**src/rtl/s2gt_pkg.sv**
```systemverilog
package s2gt_pkg;

   localparam int DIMENSIONS         = 2;
   localparam int ADDR_W             = 32;
   localparam int VALUE_W            = 64;
   localparam int NUM_REGS           = 6;
   localparam int PADDR_W            = 5;
   localparam int QUEUE_DEPTH        = 2;
   localparam int OUT_DEPTH          = 2;

   localparam logic [VALUE_W-1:0] ONE_BITS = 64'h3FF0_0000_0000_0000;

   // Register indexes of the configuration port.
   typedef enum logic [2:0] {
      REG_A_ROW   = 3'd0,
      REG_A_COL   = 3'd1,
      REG_B_ROW   = 3'd2,
      REG_B_COL   = 3'd3,
      REG_R_ROW   = 3'd4,
      REG_R_COL   = 3'd5
   } reg_index_type;

   // One classified word passed from the front part to the back part.
   typedef struct packed {
      logic [ADDR_W-1:0]  row_index;
      logic [ADDR_W-1:0]  col_index;
      logic [ADDR_W-1:0]  base_a;
      logic [ADDR_W-1:0]  base_b;
      logic [ADDR_W-1:0]  base_result;
      logic [VALUE_W-1:0] a_value;
      logic [VALUE_W-1:0] b_value;
      logic               last;
   } work_type;

   // Result word held in the output queue.
   typedef struct packed {
      logic [ADDR_W-1:0]  a_address;
      logic [ADDR_W-1:0]  b_address;
      logic [ADDR_W-1:0]  result_address;
      logic               greater;
      logic               last;
   } result_type;

   // Stride set driven by the register file.
   typedef struct packed {
      logic [ADDR_W-1:0] a_row;
      logic [ADDR_W-1:0] a_col;
      logic [ADDR_W-1:0] b_row;
      logic [ADDR_W-1:0] b_col;
      logic [ADDR_W-1:0] r_row;
      logic [ADDR_W-1:0] r_col;
   } stride_type;

   // IEEE double "a > b"; any NaN gives false and +0 equals -0.
   function automatic logic fp_greater(input logic [VALUE_W-1:0] a,
                                       input logic [VALUE_W-1:0] b);
      logic a_nan;
      logic b_nan;
      logic a_zero;
      logic b_zero;
      logic res;
      a_nan  = (a[62:52] == 11'h7FF) && (a[51:0] != '0);
      b_nan  = (b[62:52] == 11'h7FF) && (b[51:0] != '0);
      a_zero = (a[62:0] == '0);
      b_zero = (b[62:0] == '0);
      if (a_nan || b_nan || (a_zero && b_zero)) begin
         res = 1'b0;
      end else if (a[63] != b[63]) begin
         res = b[63];
      end else if (!a[63]) begin
         res = a[62:0] > b[62:0];
      end else begin
         res = a[62:0] < b[62:0];
      end
      return res;
   endfunction

endpackage

```
**src/rtl/s2gt_queue.sv**
```systemverilog
module s2gt_queue #(
   parameter int WIDTH = 1,
   parameter int DEPTH = s2gt_pkg::QUEUE_DEPTH
) (
   input  logic             clock,
   input  logic             reset,
   input  logic             push,
   input  logic [WIDTH-1:0] push_data,
   output logic             full,
   input  logic             pop,
   output logic [WIDTH-1:0] pop_data,
   output logic             empty
);
   localparam int PTR_W = (DEPTH > 1) ? $clog2(DEPTH) : 1;
   localparam int CNT_W = $clog2(DEPTH + 1);

   logic [WIDTH-1:0] slot_ff [DEPTH];
   logic [PTR_W-1:0] wr_ff, wr_in;
   logic [PTR_W-1:0] rd_ff, rd_in;
   logic [CNT_W-1:0] count_ff, count_in;
   logic             do_push;
   logic             do_pop;

   assign full     = count_ff == CNT_W'(DEPTH);
   assign empty    = count_ff == '0;
   assign do_push  = push && !full;
   assign do_pop   = pop && !empty;
   assign pop_data = slot_ff[rd_ff];

   // Pointer and fill count update.
   always_comb begin
      wr_in    = wr_ff;
      rd_in    = rd_ff;
      count_in = count_ff;
      if (do_push) begin
         wr_in = (wr_ff == PTR_W'(DEPTH - 1)) ? '0 : wr_ff + 1'b1;
      end
      if (do_pop) begin
         rd_in = (rd_ff == PTR_W'(DEPTH - 1)) ? '0 : rd_ff + 1'b1;
      end
      if (do_push && !do_pop) begin
         count_in = count_ff + 1'b1;
      end else if (do_pop && !do_push) begin
         count_in = count_ff - 1'b1;
      end
   end

   always_ff @(posedge clock) begin
      if (reset) begin
         wr_ff    <= '0;
         rd_ff    <= '0;
         count_ff <= '0;
      end else begin
         wr_ff    <= wr_in;
         rd_ff    <= rd_in;
         count_ff <= count_in;
      end
   end

   always_ff @(posedge clock) begin
      if (do_push) begin
         slot_ff[wr_ff] <= push_data;
      end
   end

endmodule

```
**config.mk**
```make
export PLATFORM = sky130hd
export DESIGN_NAME = s2gt_queue
export DESIGN_NICKNAME = d
export VERILOG_FILES = /design/src/rtl/s2gt_pkg.sv /design/src/rtl/s2gt_queue.sv
export SDC_FILE = /design/constraint.sdc
export NUM_CORES = 1
export LEC_CHECK = 0
export BUFFER_PORTS_ARGS = -buffer_cell sky130_fd_sc_hd__buf_4
export CORE_AREA = 10 10 47 49
export CTS_CLUSTER_DIAMETER = 30
export DETAILED_ROUTE_END_ITERATION = 8
export DIE_AREA = 0 0 57 59
export PLACE_DENSITY = 0.45
export SYNTH_ARGS = -nofsm -noshare
export SYNTH_HDL_FRONTEND = slang
export SYNTH_SLANG_ARGS = --single-unit
```
**constraint.sdc**
```tcl
create_clock -name clock -period 3.25 [get_ports clock]
set_input_delay 0.1625 -clock clock [delete_from_list [all_inputs] [get_ports clock]]
set_output_delay 0.1625 -clock clock [all_outputs]
set_load 0.01 [all_outputs]
```
After elaboration in Yosys (flattened, before gate mapping)
Memory sizes are Yosys's and may differ from the RTL's. A register that Yosys moved wholly into a read port is not among the register bits.
Cells that the tools add are included.
{"block": "word_totals", "elab_cells": 27, "mem_count": 1, "ramBits": 2, "ff_bits": 4, "inputBits": 5}
{"name": "slot_ff", "words": 2, "word_bits": 1, "read_ports": 1, "rd_ports_with_merged_regs": 1, "write_ports": 1, "line_no": "s2gt_queue.sv:17", "source": "logic [WIDTH-1:0] slot_ff [DEPTH];"}
{"block": "op_classes", "reduce_logical": 10, "n_mux": 8, "n_addsub": 4, "n_eq_ne": 1}
{"operator": "2-to-1 mux 1 bit", "n": 6}
{"operator": "logical AND 1 bit", "n": 4}
{"operator": "zero test 1 bit", "n": 4}
{"operator": "2-to-1 mux 2 bit", "n": 2}
{"operator": "adder 1 bit, second input constant", "n": 2}
{"operator": "adder 2 x 1 -> 2 bit, second input constant", "n": 1}
{"operator": "equality test 2 bit, second input constant", "n": 1}
{"operator": "zero test 2 bit", "n": 1}
{"operator": "nonzero test 2 bit", "n": 1}
{"operator": "subtractor 2 x 1 -> 2 bit, second input constant", "n": 1}

Longest topological paths before layout
Gate-level depths: netlist of the first run.
{"block": "logic_depth", "depth_word": 7, "ltp_mapped": 6, "depth_no_buf": 6}

Least setup slack after synthesis of the first run
No wires, ideal clock.
{"block": "synth_timing", "path_type": "register -> register", "from": "register count_ff[1]", "to": "register count_ff[1]", "path_buffers": 0, "path_stages_with_launch": 6, "t_arrival_ns": 1.399, "path_slack_ns": 1.781, "path_cell_list": "dfxtp_1 -> nor2b_2 -> nor2_1 -> ha_1 -> or3_1 -> a21oi_1"}
{"block": "synth_between", "elab_chain_len": 6}
{"element": "from (decl)", "line_no": "s2gt_queue.sv:20", "source": "logic [CNT_W-1:0] count_ff, count_in;"}
{"element": "from (signal assigned)", "line_no": "s2gt_queue.sv:56", "source": "count_ff <= count_in;"}
{"element": "equality test 2 bit (*)", "line_no": "s2gt_queue.sv:24", "source": "assign full = count_ff == CNT_W'(DEPTH);"}
{"element": "named net full", "line_no": "s2gt_queue.sv:9", "source": "output logic full,"}
{"element": "zero test 1 bit (*)", "line_no": "s2gt_queue.sv:26", "source": "assign do_push = push && !full;"}
{"element": "logical AND 1 bit (*)", "line_no": "s2gt_queue.sv:26"}
{"element": "zero test 1 bit", "line_no": "s2gt_queue.sv:43", "source": "end else if (do_pop && !do_push) begin"}
{"element": "logical AND 1 bit", "line_no": "s2gt_queue.sv:43"}
{"element": "nonzero test 2 bit (no source line)"}
Mark *: on every way through the listed nets, which the timed path passes. The rest lies on a longest branch. The select of a mux whose other input is x is not followed.
A chain may end at the register's enable or synchronous reset.

Worst setup path after layout of the first run
{"block": "layout_timing", "from": "register count_ff[1]", "to": "register count_ff[1]"}
{"block": "layout_between", "elab_chain_len": 6}
{"element": "equality test 2 bit or zero test 2 bit (tied branches)", "line_no": "s2gt_queue.sv:24, s2gt_queue.sv:25"}
{"element": "zero test 1 bit (on tied branches)", "line_no": "s2gt_queue.sv:26, s2gt_queue.sv:27"}
{"element": "logical AND 1 bit (on tied branches)", "line_no": "s2gt_queue.sv:26, s2gt_queue.sv:27"}
{"element": "zero test 1 bit (on tied branches)", "line_no": "s2gt_queue.sv:43, s2gt_queue.sv:41"}
{"element": "logical AND 1 bit (on tied branches)", "line_no": "s2gt_queue.sv:43, s2gt_queue.sv:41"}
{"element": "nonzero test 2 bit (no source line) or 2-to-1 mux 2 bit (tied branches)"}
Parallel ways exist; a longest one is shown, timed or not. The select of a mux whose other input is x is not followed.

==> results of run 1 <==
==> area by class of cell <==
class | instances | share of cell area (%)
clock buffers | 4 | 6.774
inverters | 2 | 1.935
multi-input cells | 19 | 31.29
flip-flops and latches | 7 | 41.29
repair buffers | 7 | 13.55
well taps | 16 | 5.161
==> worst max-delay path by stage <==
stage,slack (ns),end
2_1_floorplan,1.78,count_ff[1]$_SDFFE_PP0P_
3_3_place_gp,1.78,count_ff[1]$_SDFFE_PP0P_
3_5_place_dp,1.74,count_ff[1]$_SDFFE_PP0P_
4_1_cts,1.68,count_ff[1]$_SDFFE_PP0P_
5_1_grt,1.56,count_ff[1]$_SDFFE_PP0P_
6_report,1.70,count_ff[1]$_SDFFE_PP0P_
==> routing by layer <==
metal	global-route usage (%)	up-vias	share of wire, %	wire (um)
li1	-	114	-	-
met2	6.202	8	47	282
met3	2.146	2	6.7	40
met4	5.034	0	2.3	14
met1	3.461	93	44	261
met5	0	-	0	0
==> cell families after synthesis <==
logic type | synth area share (%)
and+or+nand+nor | 16.02
DFF | 55.41
AOI/OAI and AO/OA | 8.657
xor gates and xnor gates | 9.093
buffers and inverters | 2.598
muxes | 3.896
adders and majority gates | 4.328
==> cells in the final DEF (no fill, tap or decap) <==
master    netlist  final
nor2b_2         1      1
xor2_1          3      3
mux2_2          1      1
o21ai_0         3      3
and2_1          1      1
edfxtp_1        2      2
a21oi_1         2      2
nor2_1          5      5
buf_4           0      7
inv_1           2      2
clkbuf_1        0      1
clkbuf_4        0      3
or3_1           2      2
ha_1            1      1
dfxtp_1         5      5
==> where the power goes <==
part,internal (mW),switching (mW)
combinational,0.0657,0.0635
clock,0.0469,0.0335
sequential,0.117,0.0192
==> stage by stage <==
step           area, sq um  total power, mW  hold WS [ns]  std cells
2_1_floorplan        289.0           0.2183        0.2316         28
3_3_place_gp         361.6           0.2617        0.3510         51
3_5_place_dp         361.6           0.2667        0.3556         51
4_1_cts              387.9           0.3527       0.09121         55
5_1_grt              387.9           0.3740       0.08637         55
6_report             387.9           0.3457       0.09763         55
==> reports/results.tsv, run 1 <==
metric	value	unit
global-route wire length before repair	986	um
count of final hold-check violations	0	
predominant post-synthesis flop cell	dfxtp_1	
post-layout net count	46	
Worst path slowest cell	dfxtp_1	
cell taking the most area after synthesis	dfxtp_1	
Synth Register Bits	7	
Tot GR Track Use	4.069	%
post-synth top area share	34.63	%
hold worst-path end	slot_ff[0]$_DFFE_PP_	
via count	217	
Clock Latency Late Sink	0.25	ns
R2R setup slack	1.70	ns
Slowest Stage Delay on Critical Path	0.37	ns
Final Core Density	27.68	%
fillcell total	153	
vias in the first global route	249	
FF/Latch Area	160.2	sq um
# IOs	8	
Post-Syn Nets	34	
Post-Syn Instances	28	
Power Density	891.4	mW/mm^2
worst setup margin	1.699	ns
Worst-path clk slew	0.05	ns
antenna-violating nets left	0	
async set-reset flop share out of synthesis	0	%
Clk Tree Root Cell	clkbuf_4	
maximum VDD drop	0.2969	mV
WP buf/inv	0	
EDFF count, synth	2	
worst path required time	3.43	ns
FF-to-FF Start	count_ff[1]$_SDFFE_PP0P_	
Final Cycle Share	47.73	%
Hold Crit Class	primary input to flip-flop	
R2R Path End	count_ff[1]$_SDFFE_PP0P_	
CP endpoint kind	flip-flop	
initial antenna violation count	0	
Slew headroom	79.56	%
Setup TNS	0	ns
Multi-input gate area	121.4	sq um
WHS Path Cells	1	
final setup vio count	0	
Std-Cell Rows	14	
clk buf depth	2	
number of vias per cell	3.945	
drt wl/cell	10.91	um
CP Cell Sequence	nor2b_2, nor2_1, ha_1, or3_1, a21oi_1	
largest net degree at the start of global routing	6	
sequential share of the synthesized area	55.41	%
Reg2Reg Depth	5	
total congestion overflow	0	
initial drt markers	3	
Worst Clk Skew	0.004169	ns
Initial Util	20.62	%
status	finished, final reports clean	
final period demand of the worst path	1.551	ns
Slew Limit Fails	0	
Max-Cap Viols	0	
Num Clock Sinks	7	
Yosys cell types	12	
share of layout cells above drive strength 1	30.77	%
post-synthesis cell area	289.0	sq um
Setup CP Type	flip-flop to flip-flop	
routed wire length	600	um
Largest delay share family, worst path	simple AND/OR/NAND/NOR gates	
CP Launch Point	count_ff[1]$_SDFFE_PP0P_	
Pre-antenna DRT Iters	2	
worst-path fanout max	5	
die width	57	um
IO buf count	7	
die height	59	um
area grow syn2layout	34.20	%
CP Launch Type	flip-flop	
RSZ-0062 raised after global routing	no	
highest clock rate	0.6446	GHz
worst slew pin tran	0.3034	ns
n_diodes	0	
DP HPWL	447.8	um
synth top area cells	dfxtp_1 (35%), edfxtp_1 (21%), xor2_1 (9.1%)	
Post-CTS Setup Repair Bufs	0	
cell depth of the worst setup path	5	
Synth top cells by count	dfxtp_1 (5), nor2_1 (5), o21ai_0 (3), xor2_1 (3)	
Core Box Area	0.001401	sq mm
Setup WS pre-CTS	1.736	ns
average cell area after synthesis	10.32	sq um
CTS resizes	0	
DRC	0	
static leakage	0.1720	nW
htree depth	1	
cts bufs inserted	3	
gp weighted congestion	0.6380	
Ys Warns	0	
CP arrival	1.74	ns
CTS tree	built	
HP Start	push_data	
Die Area	0.003363	sq mm
number of hold buffers added after CTS	0	
(Power assumes the default switching activity.)
==> run 2: changes to the inputs <==
Clock period 3.25 ns to 1.55 ns, I/O delays scaled along.
==> run 2 against run 1 <==
  * Register-to-register slack lost 1.6 ns
  * Die area is the same
  * Critical path depth is the same
  * Sequential power grew 120%
  * Highest routed layer unchanged
  * Clock skew grew 0.0013 ns
  * Via count grew 6.5%
  * Clock-buffer cell count is the same
==> reports/results.tsv, run 2 (synthesis gave the netlist of run 1 again) <==
metric	value	unit	change
initial antenna violation count	0		unchanged
Num Clock Sinks	7		unchanged
Max-Cap Viols	0		unchanged
worst-path fanout max	5		unchanged
worst slew pin tran	0.1863	ns	-0.1171 ns
htree depth	1		unchanged
Clock Latency Late Sink	0.25	ns	about the same
routed wire length	593	um	-1.2%
R2R Path End	count_ff[1]$_SDFFE_PP0P_		
die width	57	um	unchanged
Die Area	0.003363	sq mm	unchanged
worst path required time	1.73	ns	-1.70 ns
highest clock rate	0.6753	GHz	+4.8%
IO buf count	7		unchanged
share of layout cells above drive strength 1	39.02	%	+8.3 points
area grow syn2layout	43.72	%	
static leakage	0.1828	nW	+6.3%
maximum VDD drop	0.6363	mV	+110%
final setup vio count	0		unchanged
number of vias per cell	4.053		+2.7%
status	finished, final reports clean		
Final Cycle Share	95.54	%	+48 points
post-layout net count	48		+4.3%
Pre-antenna DRT Iters	2		unchanged
Worst Clk Skew	0.005517	ns	+0.001348 ns
Slew headroom	87.50	%	+7.9 points
largest net degree at the start of global routing	6		unchanged
vias in the first global route	262		+5.2%
clk buf depth	2		unchanged
Power Density	1826	mW/mm^2	+100%
final period demand of the worst path	1.481	ns	-0.07042 ns
Std-Cell Rows	14		unchanged
most frequent cells in the layout	buf_4 (8), nor2_1 (4), xor2_1 (3), dfxtp_1 (3), clkbuf_4 (3)		
R2R setup slack	0.07	ns	-1.63 ns
commonest non-fill, non-tap cell in the layout	buf_4		
Slew Limit Fails	0		unchanged
CP arrival	1.66	ns	-0.08 ns
die height	59	um	unchanged
count of final hold-check violations	0		unchanged
DRC	0		unchanged
Worst-path clk slew	0.05	ns	about the same
Reg2Reg Depth	5		unchanged
gp weighted congestion	0.6688		+4.8%
antenna-violating nets left	0		unchanged
Setup WS pre-CTS	-0.002782	ns	-1.739 ns
via count	231		+6.5%
DP HPWL	490.2	um	+9.5%
RSZ-0062 raised after global routing	no		
CP Launch Type	flip-flop		
FF-to-FF Start	count_ff[1]$_SDFFE_PP0P_		
initial drt markers	2		-1
drt wl/cell	10.40	um	-4.6%
fillcell total	158		+3.3%
total congestion overflow	0		unchanged
CTS tree	built		
hold worst-path end	count_ff[0]$_SDFFE_PP0P_		
# IOs	8		unchanged
global-route wire length before repair	1035	um	+5.0%
Clk Tree Root Cell	clkbuf_4		
WHS Path Cells	2		+1
Setup TNS	0	ns	unchanged
Hold Crit Class	primary input to flip-flop		
CP endpoint kind	flip-flop		
Core Box Area	0.001401	sq mm	unchanged
HP Start	reset		
n_diodes	0		unchanged
cts bufs inserted	3		unchanged
Tot GR Track Use	4.288	%	+0.22 points
worst setup margin	0.06909	ns	-1.630 ns
Initial Util	20.62	%	unchanged
Setup CP Type	flip-flop to flip-flop		
run 2: cell count changes in the layout (fill, tap and decap cells not counted), sizes merged:
cell | previous run | this run
buf | 7 | 8
dlygate4sd3 | 0 | 1
run 2: layout make-up:
cell class / count / area [sq um] / share of cell area [%]
Timing Repair Buffer: 9 / 70.07 / 16.87
Multi-Input combinational cell: 19 / 128.9 / 31.02
Tap cell: 16 / 20.02 / 4.819
Sequential cell: 7 / 162.7 / 39.16
Clock buffer: 4 / 26.28 / 6.325
Inverter: 2 / 7.507 / 1.807
run 2: per-stage QoR:
step | total power [mW] | area [sq um] | cells | hold slack [ns] | utilization, %
3_5_place_dp | 0.5772 | 369.1 | 52 | 0.2666 | 26.34
2_1_floorplan | 0.4577 | 289.0 | 28 | 0.1466 | -
5_1_grt | 0.8213 | 415.4 | 57 | 0.01105 | 29.64
6_report | 0.7587 | 415.4 | 57 | 0.01973 | 29.64
3_3_place_gp | 0.5570 | 369.1 | 52 | 0.2667 | 26.34
4_1_cts | 0.7681 | 411.6 | 57 | 0.009658 | 29.38
run 2: worst max-delay path, cell delays in order, from the launching register on:
cell and delay (ns):
dfxtp_2 0.35, nor2b_4 0.18, nor2_2 0.05, ha_1 0.33, or3_1 0.36, a21oi_1 0.14
run 2: where the power goes:
group	internal (mW)	leakage [nW]	switching (mW)	total, mW
logic	0.160	0.107	0.139	0.299
clock network	0.0981	0.0150	0.0653	0.163
registers	0.251	0.0606	0.0453	0.296
total	0.509	0.183	0.250	0.759
run 2: metal layers:
metal  up-vias  share of wire, %  GRT usage [%]
met3         2                11          3.433
met1       100                39          3.465
met2         8                47          6.047
met4         0               2.9          5.034
met5         -                 0              0
li1        121                 -              -
run 2: how the worst max path moves through the flow:
stage / from / to / slack [ns] / depth (start not counted)
after floorplan: count_ff[1]$_SDFFE_PP0P_ / count_ff[1]$_SDFFE_PP0P_ / 0.08 / 5
after global placement: count_ff[1]$_SDFFE_PP0P_ / count_ff[1]$_SDFFE_PP0P_ / 0.1 / 5
after detailed placement: count_ff[1]$_SDFFE_PP0P_ / count_ff[1]$_SDFFE_PP0P_ / -0.003 / 5
after CTS: count_ff[1]$_SDFFE_PP0P_ / count_ff[1]$_SDFFE_PP0P_ / 0.02 / 5
after global routing: count_ff[1]$_SDFFE_PP0P_ / count_ff[1]$_SDFFE_PP0P_ / 0.005 / 5
final: count_ff[1]$_SDFFE_PP0P_ / count_ff[1]$_SDFFE_PP0P_ / 0.07 / 5
run 2: what timing repair did:
action | 4_1_cts | 5_1_grt
hold buffers | 1 | 0
endpoints found under the hold margin | 2 | 0
setup buffers | 0 | 0
endpoints found under the setup margin | 1 | 1
pin swaps | 0 | 2
gates resized for setup | 2 | 3
==> run 3: changes to the inputs <==
Settings changed: GPL_TIMING_DRIVEN set to 0.
==> run 3 against run 2 <==
  * Setup slack better by 0.027 ns
  * Global-route usage down 0.48 points
  * Non-clock buffer count down 2
  * Clock-buffer cell count unchanged
  * Flip-flop and latch count unchanged
  * Largest cell class unchanged
  * Hold slack about the same
  * Utilization down 1.4 points
  * Sequential power about the same
  * Total power down 3.3%
  * Combinational power down 7.7%
  * Clock skew down 0.0011 ns
==> reports/results.tsv, run 3 (synthesis gave the netlist of run 1 again) <==
metric	value	unit	change
Power Density	1856	mW/mm^2	+1.6%
Clock Latency Late Sink	0.24	ns	about the same
Tot GR Track Use	3.810	%	-0.48 points
CP Launch Point	count_ff[1]$_SDFFE_PP0P_		
WL met2	263	um	-6.1%
CP Launch Type	flip-flop		
drt wl/cell	10.58	um	+1.7%
status	finished, final reports clean		
clk buf depth	2		unchanged
DRC	0		unchanged
CP endpoint kind	flip-flop		
worst slew pin tran	0.2154	ns	+0.02910 ns
# IOs	8		unchanged
number of hold buffers added after CTS	0		-1
most frequent cells in the layout	buf_4 (7), nor2_1 (5), xor2_1 (3), dfxtp_1 (3), clkbuf_4 (3)		
Sw Pwr	237.6	uW	-4.8%
Worst Clk Skew	0.004432	ns	-0.001084 ns
Final Core Density	28.21	%	-1.4 points
static leakage	0.1741	nW	-4.8%
Core Box Area	0.001401	sq mm	unchanged
highest clock rate	0.6877	GHz	+1.8%
CTS tree	built		
Gate power share	37.6	%	-1.9 points
Num Clock Sinks	7		unchanged
die width	57	um	unchanged
Hold Crit Class	primary input to flip-flop		
share of layout cells above drive strength 1	35.90	%	-3.1 points
metal3 WL	34	um	-47%
antenna-violating nets left	0		unchanged
Std-Cell Rows	14		unchanged
Max Used Layer	met3		
Slew headroom	85.55	%	-2.0 points
htree depth	1		unchanged
initial drt markers	0		-2
worst-path fanout max	5		unchanged
Max-Cap Viols	0		unchanged
Pre-antenna DRT Iters	1		-1
count of final hold-check violations	0		unchanged
Worst-path clk slew	0.05	ns	about the same
Die Area	0.003363	sq mm	unchanged
Setup CP Type	flip-flop to flip-flop		
CP arrival	1.63	ns	-0.03 ns
worst path required time	1.72	ns	about the same
global-route wire length before repair	993	um	-4.1%
FF-to-FF Start	count_ff[1]$_SDFFE_PP0P_		
n_diodes	0		unchanged
Slew Limit Fails	0		unchanged
via count	211		-8.7%
Setup TNS	0	ns	unchanged
area grow syn2layout	36.80	%	
HP Start	push_data		
sw frac	32.37	%	-0.52 points
share of total power in sequential cells	40.2	%	+1.2 points
routed wire length	582	um	-1.9%
post-layout net count	46		-4.2%
Initial Util	20.62	%	unchanged
RSZ-0062 raised after global routing	no		
Clock Power Share	22.2	%	+0.7 points
total congestion overflow	0		unchanged
Clk Tree Root Cell	clkbuf_4		
Metal-1 WL	284	um	+24%
Int Power	496.4	uW	-2.5%
vias in the first global route	245		-6.5%
DP HPWL	467.3	um	-4.7%
gp weighted congestion	0.6068		-9.3%
final setup vio count	0		unchanged
initial antenna violation count	0		unchanged
Final Cycle Share	93.81	%	-1.7 points
number of vias per cell	3.836		-5.3%
die height	59	um	unchanged
final period demand of the worst path	1.454	ns	-0.02685 ns
IO buf count	7		unchanged
maximum VDD drop	0.6778	mV	+6.5%
commonest non-fill, non-tap cell in the layout	buf_4		
largest net degree at the start of global routing	6		unchanged
cts bufs inserted	3		unchanged
-- run 3: final timing paths --
kind | slack, ns | to | depth (start not counted)
max reg2reg | 0.1 | count_ff[1]$_SDFFE_PP0P_ | 5
min reg2reg | 0.48 | wr_ff$_SDFFE_PP0N_ | 2
max | 0.1 | count_ff[1]$_SDFFE_PP0P_ | 5
min | 0.02 | slot_ff[0]$_DFFE_PP_ | 1
-- run 3: routing by layer --
layer	up-vias	track usage, %
li1	115	-
met1	90	4.057
met2	6	5.581
met3	0	2.575
met4	0	2.013
met5	-	0
-- run 3: power by group through the flow --
stage / Combinational, mW / Sequential (mW) / Clock (mW)
2_1_floorplan: 0.178 / 0.280 / 0
6_report: 0.276 / 0.295 / 0.163
3_5_place_dp: 0.271 / 0.289 / 0
4_1_cts: 0.275 / 0.286 / 0.173
3_3_place_gp: 0.262 / 0.285 / 0
5_1_grt: 0.313 / 0.304 / 0.183
-- run 3: timing repair --
action	in CTS	in global routing
gates resized for setup	1	3
gates cloned	0	0
buffers inserted	0	0
setup endpoints to repair	1	1
-- run 3: worst max-delay path: stages (launching register included) --
cell	delay, ns
dfxtp_2	0.35
nor2b_4	0.16
nor2_1	0.06
ha_1	0.31
or3_1	0.35
a21oi_1	0.14
-- run 3: area by class of cell --
| type | instances | area [sq um] |
|---|---|---|
| sequential | 7 | 162.7 |
| inverter | 2 | 7.507 |
| clock buffer | 4 | 26.28 |
| fill | 154 | 1006 |
| tap | 16 | 20.02 |
| timing repair buffer | 7 | 52.55 |
| multi-input combinational | 19 | 126.4 |
-- run 3: stage by stage --
stage / instance area (sq um) / hold slack [ns] / instances / setup slack, ns / total power [mW]
final: 395.4 / 0.02006 / 55 / 0.09594 / 0.7339
after CTS: 387.9 / 0.01477 / 55 / 0.01256 / 0.7346
after global placement: 361.6 / 0.2668 / 51 / 0.03593 / 0.5473
after floorplan: 289.0 / 0.1466 / 28 / 0.08120 / 0.4577
after detailed placement: 361.6 / 0.2756 / 51 / 0.0001272 / 0.5598
after global routing: 395.4 / 0.01065 / 55 / 0.0006228 / 0.8002
